==> src/hdl/brsp_pkg.sv <==
// Shared types and constants for the base relocation stream parser.
package brsp_pkg;

   // Default depth of the queue between the front and the back.
   localparam int QUEUE_DEPTH = 4;

   // Directory layout constants.
   localparam logic [31:0] HEADER_BYTES = 32'd8;
   localparam logic [30:0] HEADER_HALVES = 31'd4;
   localparam logic [11:0] OFFSET_MASK = 12'h0FFF;
   localparam int TYPE_SHIFT = 12;
   localparam logic [3:0] TYPE_SKIP = 4'd0;
   localparam logic [3:0] TYPE_HIGHLOW = 4'd3;

   // Input operation codes.
   typedef enum logic {
      OP_START = 1'b0,
      OP_HALF  = 1'b1
   } op_type;

   // Result kinds.
   typedef enum logic [1:0] {
      KIND_FIXUP    = 2'd0,
      KIND_FINISHED = 2'd1,
      KIND_ERROR    = 2'd2
   } kind_type;

   // Error codes.
   typedef enum logic [2:0] {
      ERR_NONE     = 3'd0,
      ERR_NO_DIR   = 3'd1,
      ERR_TRUNC    = 3'd2,
      ERR_SIZE     = 3'd3,
      ERR_TYPE     = 3'd4,
      ERR_OVERFLOW = 3'd5
   } err_type;

   // Walker phases.
   typedef enum logic [2:0] {
      PH_IDLE  = 3'd0,
      PH_HDR0  = 3'd1,
      PH_HDR1  = 3'd2,
      PH_HDR2  = 3'd3,
      PH_HDR3  = 3'd4,
      PH_ENTRY = 3'd5,
      PH_DONE  = 3'd6,
      PH_FAIL  = 3'd7
   } phase_type;

   // Entry type classes, decoded in the front.
   typedef enum logic [1:0] {
      ENT_SKIP    = 2'd0,
      ENT_HIGHLOW = 2'd1,
      ENT_OTHER   = 2'd2
   } ent_type;

   // Configuration register indexes.
   typedef enum logic [1:0] {
      REG_LOAD_BASE  = 2'd0,
      REG_IMAGE_BASE = 2'd1,
      REG_DIR_OFFSET = 2'd2,
      REG_DIR_SIZE   = 2'd3
   } reg_index_type;

   // Input item.
   typedef struct packed {
      logic        op;
      logic [15:0] half_word;
   } req_type;

   // Result item.
   typedef struct packed {
      logic [1:0]  kind;
      logic [31:0] target_address;
      logic [2:0]  error_code;
      logic        last;
   } rsp_type;

   // Classified item as it travels through the queue.
   typedef struct packed {
      logic        is_start;
      ent_type     ent;
      logic [15:0] half_word;
   } cls_type;

   // Configuration registers seen by the back.
   typedef struct packed {
      logic [31:0] place_base;
      logic [31:0] pref_base;
      logic [31:0] directory_offset;
      logic [31:0] directory_size;
   } cfg_type;

endpackage

==> src/hdl/brsp_front.sv <==
// Front stage: accepts input transfers and classifies each item.
module brsp_front (
   input  logic              clock,
   input  logic              reset,
   input  logic              req_valid,
   output logic              req_ready,
   input  brsp_pkg::req_type req_payload,
   output logic              cls_valid,
   input  logic              cls_ready,
   output brsp_pkg::cls_type cls_item
);

   logic              valid_ff, valid_in;
   brsp_pkg::cls_type item_ff, item_in;
   logic [3:0]        etype;

   // The stage takes a new item whenever it is empty or its item moves on.
   assign req_ready = !valid_ff || cls_ready;
   assign etype = req_payload.half_word[15:brsp_pkg::TYPE_SHIFT];

   // Decode the operation and the entry type of the halfword.
   always_comb begin
      item_in.is_start = (req_payload.op == brsp_pkg::OP_START);
      item_in.half_word = req_payload.half_word;
      if (etype == brsp_pkg::TYPE_SKIP) begin
         item_in.ent = brsp_pkg::ENT_SKIP;
      end else if (etype == brsp_pkg::TYPE_HIGHLOW) begin
         item_in.ent = brsp_pkg::ENT_HIGHLOW;
      end else begin
         item_in.ent = brsp_pkg::ENT_OTHER;
      end
      valid_in = req_valid || (valid_ff && !cls_ready);
   end

   always_ff @(posedge clock) begin
      if (reset) begin
         valid_ff <= 1'b0;
      end else begin
         valid_ff <= valid_in;
      end
   end

   always_ff @(posedge clock) begin
      if (req_valid && req_ready) begin
         item_ff <= item_in;
      end
   end

   assign cls_valid = valid_ff;
   assign cls_item = item_ff;

endmodule

==> src/hdl/brsp_queue.sv <==
// Small FIFO between the front and the back.
module brsp_queue #(
   parameter int Depth = brsp_pkg::QUEUE_DEPTH
) (
   input  logic              clock,
   input  logic              reset,
   input  logic              push_valid,
   output logic              push_ready,
   input  brsp_pkg::cls_type push_item,
   output logic              pop_valid,
   input  logic              pop_ready,
   output brsp_pkg::cls_type pop_item
);

   localparam int PtrW = (Depth > 1) ? $clog2(Depth) : 1;
   localparam int CntW = $clog2(Depth + 1);
   localparam logic [PtrW-1:0] LastPtr = PtrW'(Depth - 1);
   localparam logic [CntW-1:0] FullCnt = CntW'(Depth);

   brsp_pkg::cls_type mem [Depth];
   logic [PtrW-1:0] wr_ptr_ff, wr_ptr_in;
   logic [PtrW-1:0] rd_ptr_ff, rd_ptr_in;
   logic [CntW-1:0] count_ff, count_in;
   logic            push, pop;

   assign push_ready = (count_ff != FullCnt);
   assign pop_valid = (count_ff != '0);
   assign push = push_valid && push_ready;
   assign pop = pop_valid && pop_ready;
   assign pop_item = mem[rd_ptr_ff];

   // Pointer and fill count update.
   always_comb begin
      wr_ptr_in = wr_ptr_ff;
      rd_ptr_in = rd_ptr_ff;
      count_in = count_ff;
      if (push) begin
         wr_ptr_in = (wr_ptr_ff == LastPtr) ? '0 : wr_ptr_ff + 1'b1;
      end
      if (pop) begin
         rd_ptr_in = (rd_ptr_ff == LastPtr) ? '0 : rd_ptr_ff + 1'b1;
      end
      if (push && !pop) begin
         count_in = count_ff + 1'b1;
      end else if (pop && !push) begin
         count_in = count_ff - 1'b1;
      end
   end

   always_ff @(posedge clock) begin
      if (reset) begin
         wr_ptr_ff <= '0;
         rd_ptr_ff <= '0;
         count_ff <= '0;
      end else begin
         wr_ptr_ff <= wr_ptr_in;
         rd_ptr_ff <= rd_ptr_in;
         count_ff <= count_in;
      end
   end

   always_ff @(posedge clock) begin
      if (push) begin
         mem[wr_ptr_ff] <= push_item;
      end
   end

endmodule

==> src/hdl/brsp_back.sv <==
// Back stage: walks the directory one item per cycle unless stalled; registers the result.
module brsp_back (
   input  logic              clock,
   input  logic              reset,
   input  brsp_pkg::cfg_type cfg,
   input  logic              item_valid,
   output logic              item_ready,
   input  brsp_pkg::cls_type item,
   output logic              rsp_valid,
   input  logic              rsp_ready,
   output brsp_pkg::rsp_type rsp_payload
);

   brsp_pkg::phase_type phase_ff, phase_in;
   logic [15:0] page_lo_ff, page_lo_in;
   logic [31:0] page_ff, page_in;
   logic [15:0] blk_lo_ff, blk_lo_in;
   logic [31:0] consumed_ff, consumed_in;
   logic [30:0] entries_ff, entries_in;
   logic        rsp_valid_ff, rsp_valid_in;
   brsp_pkg::rsp_type rsp_ff, rsp_in;

   logic        fire, emit;
   logic [31:0] blk_len;
   logic [31:0] remain;
   logic [31:0] consumed_next;
   logic [33:0] dir_addr;
   logic [33:0] target;

   assign item_ready = !rsp_valid_ff || rsp_ready;
   assign fire = item_valid && item_ready;
   assign blk_len = {item.half_word, blk_lo_ff};

   // Sums are formed from the live registers so that a register write takes effect at once.
   assign remain = cfg.directory_size - consumed_ff;
   assign consumed_next = consumed_ff + blk_len;
   assign dir_addr = {2'b00, cfg.place_base} + {2'b00, cfg.directory_offset}
                   + {2'b00, consumed_ff};
   assign target = {2'b00, cfg.place_base} + {2'b00, page_ff}
                 + {22'd0, item.half_word[11:0] & brsp_pkg::OFFSET_MASK};

   // Walker: next phase, running sums and the result of the current item.
   always_comb begin
      phase_in = phase_ff;
      page_lo_in = page_lo_ff;
      page_in = page_ff;
      blk_lo_in = blk_lo_ff;
      consumed_in = consumed_ff;
      entries_in = entries_ff;
      emit = 1'b0;
      rsp_in.kind = brsp_pkg::KIND_FINISHED;
      rsp_in.target_address = '0;
      rsp_in.error_code = brsp_pkg::ERR_NONE;
      rsp_in.last = 1'b1;
      if (item.is_start) begin
         // A start item checks the configuration and opens a pass.
         entries_in = '0;
         consumed_in = '0;
         if (cfg.place_base == cfg.pref_base) begin
            phase_in = brsp_pkg::PH_DONE;
            emit = 1'b1;
         end else if (cfg.directory_offset == '0 || cfg.directory_size == '0) begin
            phase_in = brsp_pkg::PH_FAIL;
            emit = 1'b1;
            rsp_in.kind = brsp_pkg::KIND_ERROR;
            rsp_in.error_code = brsp_pkg::ERR_NO_DIR;
         end else begin
            phase_in = brsp_pkg::PH_HDR0;
         end
      end else begin
         unique case (phase_ff)
            brsp_pkg::PH_HDR0: begin
               // Checks that come before a block header.
               if (remain < brsp_pkg::HEADER_BYTES) begin
                  phase_in = brsp_pkg::PH_FAIL;
                  emit = 1'b1;
                  rsp_in.kind = brsp_pkg::KIND_ERROR;
                  rsp_in.error_code = brsp_pkg::ERR_TRUNC;
               end else if (dir_addr[33:32] != 2'b00) begin
                  phase_in = brsp_pkg::PH_FAIL;
                  emit = 1'b1;
                  rsp_in.kind = brsp_pkg::KIND_ERROR;
                  rsp_in.error_code = brsp_pkg::ERR_OVERFLOW;
               end else begin
                  page_lo_in = item.half_word;
                  phase_in = brsp_pkg::PH_HDR1;
               end
            end
            brsp_pkg::PH_HDR1: begin
               page_in = {item.half_word, page_lo_ff};
               phase_in = brsp_pkg::PH_HDR2;
            end
            brsp_pkg::PH_HDR2: begin
               blk_lo_in = item.half_word;
               phase_in = brsp_pkg::PH_HDR3;
            end
            brsp_pkg::PH_HDR3: begin
               // Block size checks; the block is charged against the directory now.
               if (blk_len < brsp_pkg::HEADER_BYTES || blk_len > remain || blk_len[0]) begin
                  phase_in = brsp_pkg::PH_FAIL;
                  emit = 1'b1;
                  rsp_in.kind = brsp_pkg::KIND_ERROR;
                  rsp_in.error_code = brsp_pkg::ERR_SIZE;
               end else begin
                  consumed_in = consumed_next;
                  entries_in = blk_len[31:1] - brsp_pkg::HEADER_HALVES;
                  if (blk_len == brsp_pkg::HEADER_BYTES) begin
                     if (consumed_next >= cfg.directory_size) begin
                        phase_in = brsp_pkg::PH_DONE;
                        emit = 1'b1;
                     end else begin
                        phase_in = brsp_pkg::PH_HDR0;
                     end
                  end else begin
                     phase_in = brsp_pkg::PH_ENTRY;
                  end
               end
            end
            brsp_pkg::PH_ENTRY: begin
               if (item.ent == brsp_pkg::ENT_OTHER) begin
                  phase_in = brsp_pkg::PH_FAIL;
                  emit = 1'b1;
                  rsp_in.kind = brsp_pkg::KIND_ERROR;
                  rsp_in.error_code = brsp_pkg::ERR_TYPE;
               end else if (item.ent == brsp_pkg::ENT_HIGHLOW && target[33:32] != 2'b00) begin
                  phase_in = brsp_pkg::PH_FAIL;
                  emit = 1'b1;
                  rsp_in.kind = brsp_pkg::KIND_ERROR;
                  rsp_in.error_code = brsp_pkg::ERR_OVERFLOW;
               end else begin
                  entries_in = entries_ff - 1'b1;
                  if (item.ent == brsp_pkg::ENT_HIGHLOW) begin
                     emit = 1'b1;
                     rsp_in.kind = brsp_pkg::KIND_FIXUP;
                     rsp_in.target_address = target[31:0];
                     rsp_in.last = 1'b0;
                  end
                  // Last entry of the block: end of pass or next header.
                  if (entries_ff == 31'd1) begin
                     if (consumed_ff >= cfg.directory_size) begin
                        phase_in = brsp_pkg::PH_DONE;
                        emit = 1'b1;
                        rsp_in.last = 1'b1;
                     end else begin
                        phase_in = brsp_pkg::PH_HDR0;
                     end
                  end
               end
            end
            default: begin
               // Idle, finished or failed: the halfword is dropped.
            end
         endcase
      end
      rsp_valid_in = (rsp_valid_ff && !rsp_ready) || (fire && emit);
   end

   always_ff @(posedge clock) begin
      if (reset) begin
         phase_ff <= brsp_pkg::PH_IDLE;
         rsp_valid_ff <= 1'b0;
      end else begin
         rsp_valid_ff <= rsp_valid_in;
         if (fire) begin
            phase_ff <= phase_in;
         end
      end
   end

   // Walker payload registers.
   always_ff @(posedge clock) begin
      if (fire) begin
         page_lo_ff <= page_lo_in;
         page_ff <= page_in;
         blk_lo_ff <= blk_lo_in;
         consumed_ff <= consumed_in;
         entries_ff <= entries_in;
      end
      if (fire && emit) begin
         rsp_ff <= rsp_in;
      end
   end

   assign rsp_valid = rsp_valid_ff;
   assign rsp_payload = rsp_ff;

endmodule

==> src/hdl/base_relocation_stream_parser.sv <==
// Top level of the base relocation stream parser: register port and stage wiring.
//
// The req channel carries directory items: op 0 opens a pass and checks the
// load base, image base and directory registers; op 1 brings the next
// little-endian halfword of the directory. The rsp channel returns at most one
// result per item: a fixup target, a finished mark or an error, with last set
// on the final result of a pass. Errors hold until the next start.
// Registers are written over the APB-style port; the user must write them
// only while the block is idle, and the block itself does not enforce this.
// One item is taken per cycle unless req_ready is low. A result passes the
// classifying front register and the queue, and the walker then loads its
// output register. The walker handles one item per cycle while its output
// register is free, and its phase update sets the rate.
// When the receiver stalls, the output register holds its result, the queue
// fills behind it, and req_ready falls once the queue and front are full.
// Reset clears the registers to zero, empties the queue and returns the
// walker to idle; no clearing pass is needed.
module base_relocation_stream_parser #(
   parameter int QueueDepth = brsp_pkg::QUEUE_DEPTH
) (
   input  logic              clock,
   input  logic              reset,
   input  logic              req_valid,
   output logic              req_ready,
   input  brsp_pkg::req_type req_payload,
   output logic              rsp_valid,
   input  logic              rsp_ready,
   output brsp_pkg::rsp_type rsp_payload,
   input  logic              psel,
   input  logic              penable,
   input  logic              pwrite,
   input  logic [3:0]        paddr,
   input  logic [31:0]       pwdata,
   output logic [31:0]       prdata,
   output logic              pready
);

   brsp_pkg::cfg_type cfg_ff;
   brsp_pkg::reg_index_type reg_index;
   logic              cls_valid, cls_ready;
   brsp_pkg::cls_type cls_item;
   logic              q_valid, q_ready;
   brsp_pkg::cls_type q_item;

   assign pready = 1'b1;
   assign reg_index = brsp_pkg::reg_index_type'(paddr[3:2]);

   // Configuration register writes.
   always_ff @(posedge clock) begin
      if (reset) begin
         cfg_ff <= '0;
      end else if (psel && penable && pwrite && pready) begin
         unique case (reg_index)
            brsp_pkg::REG_LOAD_BASE:  cfg_ff.place_base <= pwdata;
            brsp_pkg::REG_IMAGE_BASE: cfg_ff.pref_base <= pwdata;
            brsp_pkg::REG_DIR_OFFSET: cfg_ff.directory_offset <= pwdata;
            brsp_pkg::REG_DIR_SIZE:   cfg_ff.directory_size <= pwdata;
            default: begin
            end
         endcase
      end
   end

   // Register read-back.
   always_comb begin
      unique case (reg_index)
         brsp_pkg::REG_LOAD_BASE:  prdata = cfg_ff.place_base;
         brsp_pkg::REG_IMAGE_BASE: prdata = cfg_ff.pref_base;
         brsp_pkg::REG_DIR_OFFSET: prdata = cfg_ff.directory_offset;
         brsp_pkg::REG_DIR_SIZE:   prdata = cfg_ff.directory_size;
         default:                  prdata = '0;
      endcase
   end

   brsp_front u_front (
      .clock       (clock),
      .reset       (reset),
      .req_valid   (req_valid),
      .req_ready   (req_ready),
      .req_payload (req_payload),
      .cls_valid   (cls_valid),
      .cls_ready   (cls_ready),
      .cls_item    (cls_item)
   );

   brsp_queue #(
      .Depth (QueueDepth)
   ) u_queue (
      .clock      (clock),
      .reset      (reset),
      .push_valid (cls_valid),
      .push_ready (cls_ready),
      .push_item  (cls_item),
      .pop_valid  (q_valid),
      .pop_ready  (q_ready),
      .pop_item   (q_item)
   );

   brsp_back u_back (
      .clock       (clock),
      .reset       (reset),
      .cfg         (cfg_ff),
      .item_valid  (q_valid),
      .item_ready  (q_ready),
      .item        (q_item),
      .rsp_valid   (rsp_valid),
      .rsp_ready   (rsp_ready),
      .rsp_payload (rsp_payload)
   );

endmodule

==> config.mk <==
export PLATFORM = sky130hd
export DESIGN_NAME = base_relocation_stream_parser
export DESIGN_NICKNAME = d
export VERILOG_FILES = /design/src/hdl/brsp_pkg.sv /design/src/hdl/brsp_front.sv /design/src/hdl/brsp_queue.sv /design/src/hdl/brsp_back.sv /design/src/hdl/base_relocation_stream_parser.sv
export SDC_FILE = /design/constraint.sdc
export NUM_CORES = 1
export LEC_CHECK = 0
export BUFFER_PORTS_ARGS = -buffer_cell sky130_fd_sc_hd__buf_2
export CAP_MARGIN = 15
export CORE_MARGIN = 2
export CORE_UTILIZATION = 43
export CTS_BUF_LIST = sky130_fd_sc_hd__clkbuf_4 sky130_fd_sc_hd__clkbuf_8
export CTS_CLUSTER_DIAMETER = 30
export DETAILED_ROUTE_END_ITERATION = 8
export GPL_TIMING_DRIVEN = 0
export MAX_ROUTING_LAYER = met4
export PLACE_DENSITY = 0.63
export REMOVE_ABC_BUFFERS = 1
export SLEW_MARGIN = 20
export SYNTH_ARGS = -nofsm -noshare
export SYNTH_HDL_FRONTEND = slang
export SYNTH_SLANG_ARGS = --single-unit
export TNS_END_PERCENT = 10
==> constraint.sdc <==
create_clock -name clock -period 12.63 [get_ports clock]
set_input_delay 0.6315 -clock clock [delete_from_list [all_inputs] [get_ports clock]]
set_output_delay 0.6315 -clock clock [all_outputs]
set_load 0.005 [all_outputs]
Word level (Yosys, flattened, before mapping)
Memories as Yosys holds them, arrays and structs flattened. A register that Yosys moved wholly into a read port is not among the register bits.
Cells that the tools add are included.
{ "word_totals": {"n_memories": 1, "output_inout_bits": 73, "elab_cells": 180, "reg_bits": 324, "mem_bits_rw": 76, "input_bits": 60} }
{ "memory_table": {"columns": ["name", "depth", "word_bits", "rd", "rd_ports_with_merged_regs", "write_ports", "line_no", "rtl"], "rows": [
  ["u_queue.mem", 4, 19, 1, 1, 1, "brsp_queue.sv:20", "brsp_pkg::cls_type mem [Depth];"]
]} }
{ "op_classes": {"muxes": 65, "bitwise": 6, "n_reduce_logical": 47, "eq_ne": 22, "order_cmp": 5, "addsub": 12} }
{ "ops": {"columns": ["operator", "count"], "rows": [
  ["$pmux 32 s4", 1],
  ["$mux 31", 3],
  ["$add 32x32->33", 2],
  ["$ge 32x32->1", 2],
  ["$logic_not 32->1", 2],
  ["$lt 32x4->1 const B", 2],
  ["$mux 32", 2],
  ["$pmux 31 s2", 1],
  ["$mux 3", 20],
  ["$add 34x12->34", 1],
  ["$add 34x32->34", 1],
  ["$mux 33", 1],
  ["$add 32x32->32", 1],
  ["$eq 32x32->1", 1],
  ["$eq 32x4->1 const B", 1],
  ["$gt 32x32->1", 1],
  ["$sub 32x32->32", 1],
  ["$eq 31x1->1 const B", 1],
  ["$sub 31x1->31 const B", 1],
  ["$sub 31x3->31 const B", 1],
  ["$mux 2", 14],
  ["$mux 1", 19],
  ["$pmux 3 s5", 1],
  ["$ne 3x3->1 const B", 4],
  ["28 further kinds", 73]
]} }

Longest topological paths before layout
Gate-level depths: netlist of the first run.
{ "depth": {"depth_word": 10, "mapped_depth": 28, "depth_no_buf": 27} }

Modules after synthesis
A second synthesis of the first run with hierarchy kept.
{ "hier_totals": {"cells_unflattened": 2575, "area_unflattened_um2": 26893.3} }
{ "by_module_without_submodules": {"columns": ["module", "cells_per_inst", "seq_area_each_um2", "n_inst", "area_per_inst_um2"], "rows": [
  ["brsp_back", 1903, 5034.8, 1, 17135.2],
  ["base_relocation_stream_parser", 496, 2562.5, 1, 5900.7],
  ["brsp_queue", 147, 2462.4, 1, 3218.1],
  ["brsp_front", 29, 590.6, 1, 639.4]
]} }

Worst setup path after synthesis of the first run
Ideal clock, no wire load.
{ "synth_path": {"path_kind": "register to register", "start": "reg u_back.consumed_ff[1]", "end": "reg u_back.entries_ff[0] (enable)", "stages_incl_launch_ff": 27, "t_arrival_ns": 6.539, "setup_slack_ns": 5.662, "setup_time_ns": 0.429, "required_ns": 12.201, "n_path_buf": 0, "synth_period_minus_slack_ns": 6.968, "cell_sequence": "edfxtp_1 inv_1 ha_1 nor2b_1 o31ai_1 nand2_1 a21oi_1 o21ai_0 a21oi_1 nor2_1 o21a_1 o21ai_0 nand2b_1 a21oi_1 xor2_1 ha_1 nand4_1 nor3_1 and3_1 o211ai_1 a21oi_1 a2111o_1 a221o_1 a221o_1 and2_1 or3_1 a21oi_1"} }
{ "synth_via": {"elab_chain_len": 6} }
{ "synth_lines": {"columns": ["item", "line_no", "rtl"], "rows": [
  ["start: declaration", "brsp_back.sv:18", "logic [31:0] consumed_ff, consumed_in;"],
  ["start signal: assignment", "brsp_back.sv:176", "consumed_ff <= consumed_in;"],
  ["$sub 32x32->32", "brsp_back.sv:35", "assign remain = cfg.directory_size - consumed_ff;"],
  ["$gt 32x32->1", "brsp_back.sv:99", "if (blk_len < brsp_pkg::HEADER_BYTES || blk_len > remain || blk_len[0]) begin"],
  ["$logic_or 1x1->1 (2 in a row)", "brsp_back.sv:99", null],
  ["$ne 3x3->1 (no source line)", null, null],
  ["$reduce_and 5->1 (no source line)", null, null],
  ["end signal: assignment", "brsp_back.sv:177", "entries_ff <= entries_in;"],
  ["end: declaration", "brsp_back.sv:19", "logic [30:0] entries_ff, entries_in;"]
]} }
Every way passes these cells.
A chain may end at the register's enable or synchronous reset.

==> results of run 1 <==
-- logic make-up (layout without fill, tap and decap cells) --
family                   after synthesis  count (layout)  synth area share
AND/OR/NAND/NOR                      965             965             0.171
AO/OA/AOI/OAI                        694             694             0.165
flip-flops                           402             402             0.398
adder cells (fa/ha/maj)              251             251             0.119
buffers and inverters                246             454            0.0353
XOR/XNOR                             206             206            0.0674
multiplexers                          56              56            0.0444
other                                  1               1          0.000140
-- flip-flops by register name, summed over array words and instances (netlist names), named ones only --
register            cells
cfg_ff                128
u_back.blk_lo_ff       16
u_back.consumed_ff     32
u_back.entries_ff      31
u_back.page_ff         32
u_back.page_lo_ff      16
u_back.phase_ff         3
u_back.rsp_payload     38
u_back.rsp_valid        1
u_front.cls_item       19
u_front.cls_valid       1
u_queue.count_ff        3
u_queue.mem            76
u_queue.rd_ptr_ff       2
u_queue.wr_ptr_ff       2
-- power by group through the flow --
stage	sequential (mW)	clock, mW	combinational (mW)
3_3_place_gp	2.00	0	2.63
5_1_grt	1.99	1.75	3.15
6_report	1.97	1.66	2.82
3_5_place_dp	1.99	0	2.78
2_1_floorplan	1.91	0	1.95
4_1_cts	1.96	1.69	2.80
-- routing by layer --
layer / up-vias / GRT usage
li1: 10600 / -
met1: 10900 / 0.332
met2: 862 / 0.417
met3: 156 / 0.0401
met4: 0 / 0.122
met5: - / -
-- cell type report --
| type | instances | area, um2 |
|---|---|---|
| fillers | 5659 | 31100 |
| clock inverters | 55 | 647 |
| flip-flops and latches | 402 | 10700 |
| clock buffers | 110 | 1450 |
| multi-input cells | 2173 | 15200 |
| repair buffers | 147 | 982 |
| inverters | 142 | 533 |
| well taps | 837 | 1050 |
-- through the flow --
step	worst slack [ps]	util	power [mW]	instance area (um2)
4_1_cts	4810	0.496	6.46	30500
2_1_floorplan	5660	-	3.86	26300
3_5_place_dp	4900	0.462	4.77	28500
3_3_place_gp	3290	0.455	4.63	28000
5_1_grt	4220	0.496	6.90	30500
6_report	4890	0.496	6.45	30500
-- synth_stat cells, types with 16 or more instances --
cell / n
nor2b_1: 24
xor2_1: 106
ha_1: 245
nand4_1: 50
a21o_1: 82
mux4_2: 50
o21ai_0: 82
xnor2_1: 100
nand3_1: 43
a211oi_1: 44
and2_1: 45
nand2_1: 374
nor3_1: 69
inv_1: 142
nor4_1: 46
dfxtp_1: 142
edfxtp_1: 260
or3_1: 20
o21a_1: 25
and3_1: 22
clkbuf_1: 87
a21oi_1: 294
nand2b_1: 24
a31oi_1: 16
nor2_1: 199
o21bai_1: 19
o211ai_1: 21
-- worst max-delay path: stages (launching register included) --
cell	delay (ps)
dfxtp_1	1010
mux4_2	680
ha_1	420
nor2b_1	200
nor4_1	270
o211ai_1	320
a2111oi_0	810
o311ai_0	350
a21oi_1	210
o21bai_1	90
xnor2_1	150
ha_1	330
nand4_1	130
nor2_1	130
nand3_1	140
nor4_1	290
a21oi_1	120
o211ai_1	230
nor2b_1	300
nor3_1	70
a211oi_1	230
o31ai_1	190
inv_2	610
-- final timing paths --
| check | from | endpoint |
|---|---|---|
| worst min register to register | u_back.page_lo_ff[0] | u_back.page_ff[0] |
| worst max-delay path | register | u_back.rsp_payload[34] |
| worst min-delay path | req_payload[1] | u_front.cls_item[1] |
| worst max register to register | register | u_back.rsp_payload[34] |
-- placed cells by master (no fill, tap or decap), types with 67 or more instances in the layout --
| cell type | instances |
|---|---|
| a21o_1 | 82 |
| a21oi_1 | 292 |
| buf_2 | 127 |
| clkbuf_8 | 99 |
| dfxtp_1 | 141 |
| edfxtp_1 | 260 |
| ha_1 | 245 |
| inv_1 | 141 |
| nand2_1 | 371 |
| nor2_1 | 196 |
| nor3_1 | 67 |
| o21ai_0 | 81 |
| xnor2_1 | 100 |
| xor2_1 | 106 |
==> results.md, run 1 <==
- Status: complete, no violations
- Clock slew at reported path FFs: 60 ps
- Sw Pwr: 2.58 mW
- Clock Skews: 53.1 ps
- Total track usage: 0.263
- PostCTS Resize Cnt: 0
- Post-layout min period: 7740 ps
- Reg power frac: 0.305
- Yosys synthesis warning count: 0
- Final wirelength: 82700 um
- Via/cell ratio: 5.83
- VDD IR max: 88.0 uV
- Synthesized flop and latch total: 402
- Worst-Skew Late Latency: 720 ps
- Slew headroom: 0.292
- Met1 Routed Length: 34600 um
- Worst-path maximum fanout: 38
- Avg Cell Area, Syn: 9.48 um2
- H-tree levels: 3
- Fin. Hold Viols: 0
- TritonCTS Buffers: 92
- Register area share after synthesis: 0.398
- Slew @ Worst Pin: 1060 ps
- Largest net degree at the start of global routing: 84
- Top cells by area, synth: edfxtp_1 29%, ha_1 11%, dfxtp_1 11%, a21oi_1 5.5%, nand2_1 5.2%
- Setup TNS: 0 ps
- CORE AREA: 61600 um2
- Number of max-cap violations: 0
- Root Driver: clkbuf_8
- Vias in the first global route: 22100
- Switching share of power: 0.400
- Comb pwr share: 0.437
- Fmax: 129 MHz
- Fin crit share: 0.613
- Final Slew Violations: 0
- Pre-antenna DRT Iters: 5
- Number of top-level pins: 133
- Yosys cell types: 91
- Antenna-violating nets left: 0
- CTS Sinks: 402
- Hold Crit Class: in -> reg
- Synth-to-layout area growth: 14.2%
- Routability Congestion: 0.957
- Worst reg2reg path depth: 22
- Met3 WL: 6010 um
- DIE HEIGHT: 253 um
- Worst Setup Path Type: reg -> reg
- WL met2: 38500 um
- Share of synthesized registers carrying an async set or reset: 0
- Hold buffer count at cts: 0
- Die ar.: 64200 um2
- Drt wl/cell: 21.4 um
- Dominant synthesized flop cell: edfxtp_1
- Fin cells: 3866
- Arr. time, crit path: 8050 ps
- Yosys top cell area share: 0.292
- Starting Density: 0.434
- Total number of vias: 22500
- Number of synthesized flops with an enable pin: 260
- DR top layer: met4
- Worst Path Required: 12940 ps
- Post-CTS setup buffer count: 0
- Mapped Area: 26700 um2
- Leading area contributor after synthesis: edfxtp_1
- DRC: 0
- Port buffer count: 129
- Clock buffer depth: 3
- Layout Nets: 3269
- Syn Inst Count: 2821
- Antenna Cells: 0
- Hold path depth: 1
- Int Pwr: 3.87 mW
- CTS tree: built
- R2R Setup Slk: 4890 ps
- Share of layout cells above drive strength 1: 0.135
- WHS: 98.5 ps
- RSZ-0062 raised after global routing: no
- DIE WIDTH: 253 um
- First-pass GRT wire length: 126000 um
- Critical Path Source Type: register
- 1st-iter DRT viols: 1847
- Dpl cells: 3701
- Clock network power share: 0.258
- Lkg Pwr: 12.2 nW
- Total global routing overflow: 0
- Initial antenna violation count: 2
- Post-DP HPWL: 61800 um
- Row cnt: 91
- CP Capture Type: register
- Pwr dens: 211 nW/um2
- # setup viols final: 0
Power figures use the tool's default switching activity.
==> inputs of run 2 (changes only) <==
Clock period 12.63 ns to 7.2 ns, I/O delays scaled along.
==> run 2 against run 1 <==
  * Worst setup slack worse by 4500 ps
  * Total power up 77%
  * Fmax up 14%
  * Sequential cell count unchanged
  * Utilization up 1.1 points
  * Hold slack better by 4.1 ps
  * Register-to-register slack worse by 4500 ps
  * Critical endpoint unchanged
  * Largest power group unchanged
==> results.md, run 2 (same netlist as run 1, synthesis figures left out) <==
- Die ar.: 64200 um2 (unchanged)
- Arr. time, crit path: 7210 ps (was 8050 ps)
- Via/cell ratio: 5.79 (was 5.83)
- Worst Path Required: 7610 ps (was 12940 ps)
- Vias in the first global route: 22300 (was 22100)
- Number of max-cap violations: 0 (unchanged)
- Commonest non-fill, non-tap cell in the layout: nand2_1 (unchanged)
- TritonCTS Buffers: 92 (unchanged)
- VDD IR max: 155 uV (was 88.0 uV)
- Total number of vias: 22800 (was 22500)
- # setup viols final: 0 (unchanged)
- Pre-antenna DRT Iters: 6 (was 5)
- Starting Density: 0.434 (unchanged)
- Worst slack at placement: -528 ps (was 4900 ps)
- Worst Setup Path Type: reg -> reg (unchanged)
- Initial antenna violation count: 2 (unchanged)
- Total track usage: 0.265 (was 0.263)
- Clock buffer depth: 3 (unchanged)
- Final wirelength: 83200 um (was 82700 um)
- RSZ-0062 raised after global routing: no (unchanged)
- Fin crit share: 0.944 (was 0.613)
- Share of layout cells above drive strength 1: 0.139 (was 0.135)
- Number of top-level pins: 133 (unchanged)
- Antenna Cells: 0 (unchanged)
- Row cnt: 91 (unchanged)
- Critical Path Source Type: register (unchanged)
- Routability Congestion: 0.957 (unchanged)
- Fin cells: 3927 (was 3866)
- CTS tree: built (unchanged)
- Biggest register: cfg_ff (unchanged)
- DRC: 0 (unchanged)
- H-tree levels: 3 (unchanged)
- Most frequent cells in the layout: 371 x nand2_1, 291 x a21oi_1, 260 x edfxtp_1 (was 371 x nand2_1, 292 x a21oi_1, 260 x edfxtp_1)
- Port buffer count: 129 (unchanged)
- Hold Crit Class: in -> reg (unchanged)
- Lkg Pwr: 12.5 nW (was 12.2 nW)
- Number of flip-flops under the largest register name: 128 (unchanged)
- Dpl cells: 3701 (unchanged)
- Total global routing overflow: 0 (unchanged)
- Layout Nets: 3330 (was 3269)
- Slew @ Worst Pin: 1060 ps (about the same)
- CORE AREA: 61600 um2 (unchanged)
- Root Driver: clkbuf_8 (unchanged)
- Util after Layout: 0.507 (was 0.496)
- Post-DP HPWL: 61800 um (unchanged)
- Post-layout min period: 6800 ps (was 7740 ps)
- Slew headroom: 0.291 (was 0.292)
- CP Capture Type: register (unchanged)
- PnR Total Power: 11.5 mW (was 6.45 mW)
- Antenna-violating nets left: 0 (unchanged)
- Pwr dens: 367 nW/um2 (was 211 nW/um2)
- Clock slew at reported path FFs: 60 ps (about the same)
- Slack of the critical path: 403 ps (was 4890 ps)
- Worst-path maximum fanout: 38 (unchanged)
- CTS Sinks: 402 (unchanged)
- Fmax: 147 MHz (was 129 MHz)
- 1st-iter DRT viols: 1941 (was 1847)
- Largest net degree at the start of global routing: 84 (unchanged)
- Synth-to-layout area growth: 16.7% (was 14.2%)
- Status: complete, no violations (unchanged)
- Clock Skews: 50.4 ps (was 53.1 ps)
- DIE HEIGHT: 253 um (unchanged)
- Fin. Hold Viols: 0 (unchanged)
- Worst-Skew Late Latency: 720 ps (about the same)
- Final Slew Violations: 0 (unchanged)
- DIE WIDTH: 253 um (unchanged)
- Drt wl/cell: 21.2 um (was 21.4 um)
- First-pass GRT wire length: 127000 um (was 126000 um)
-- run 2: cell count changes in the layout (fill, tap and decap cells not counted), moves of 2 or more --
cell,change
dfxtp_1,-2
buf_12,+2
buf_4,+7
o31ai_1,-2
o31ai_2,+2
dfxtp_4,+2
dlygate4sd3_1,+51
-- run 2: path summary, 6_finish.rpt --
| check | start | to | slack [ps] | depth (start not counted) |
|---|---|---|---|---|
| setup reg to reg | cfg_ff[96] | u_back.rsp_payload[34] | 400 | 21 |
| setup / recovery | cfg_ff[96] | u_back.rsp_payload[34] | 400 | 21 |
| hold reg to reg | u_back.page_lo_ff[0] | u_back.page_ff[0] | 410 | 0 |
| hold / removal | reset | cfg_ff[76] | 100 | 2 |
-- run 2: critical path, cell delays in order (launching register included) --
cell,delay (ps)
dfxtp_1,460
ha_1,300
fa_1,410
a21o_1,190
a21oi_1,240
o21ba_2,180
o21a_1,170
o31ai_1,120
o41ai_1,850
o31ai_1,320
a221oi_1,580
o21bai_1,120
a21oi_1,200
xnor2_1,160
ha_1,280
a21oi_1,150
o21ai_0,100
a2111oi_0,370
o211a_1,410
a211oi_1,150
o31ai_2,370
bufinv_8,330
-- run 2: cell type report --
class	instances	area, um2
fillers	5593	30400
inverters	142	547
clock buffers	110	1450
repair buffers	208	1600
multi-input cells	2173	15300
flip-flops and latches	402	10700
clock inverters	55	647
well taps	837	1050
-- run 2: through the flow --
stage | hold slack (ps) | cell area [um2] | setup TNS (ps)
6_report | 103 | 31200 | 0
5_1_grt | 98.5 | 31200 | 0
4_1_cts | 51.0 | 31100 | 0
3_5_place_dp | 405 | 28500 | -20980
3_3_place_gp | 403 | 28000 | -247220
2_1_floorplan | 400 | 26300 | 0
-- run 2: power by group --
part,switching (mW),total (mW),internal [mW]
sequential,0.370,3.44,3.07
combinational,3.00,5.09,2.10
clock,1.19,2.92,1.73
-- run 2: layer usage --
layer | track usage | vias up | wire length, um
met5 | - | - | 0
met4 | 0.122 | 0 | 3680
met3 | 0.0403 | 162 | 5690
met2 | 0.420 | 819 | 38800
met1 | 0.333 | 11000 | 35100
li1 | - | 10800 | -
-- run 2: repair_timing --
action	in CTS	in global routing
hold endpoints to repair	149	0
pin swaps	1	1
hold buffers	51	0
gates resized for setup	5	9
setup endpoints to repair	54	114
setup buffers	1	9
gates cloned	0	0
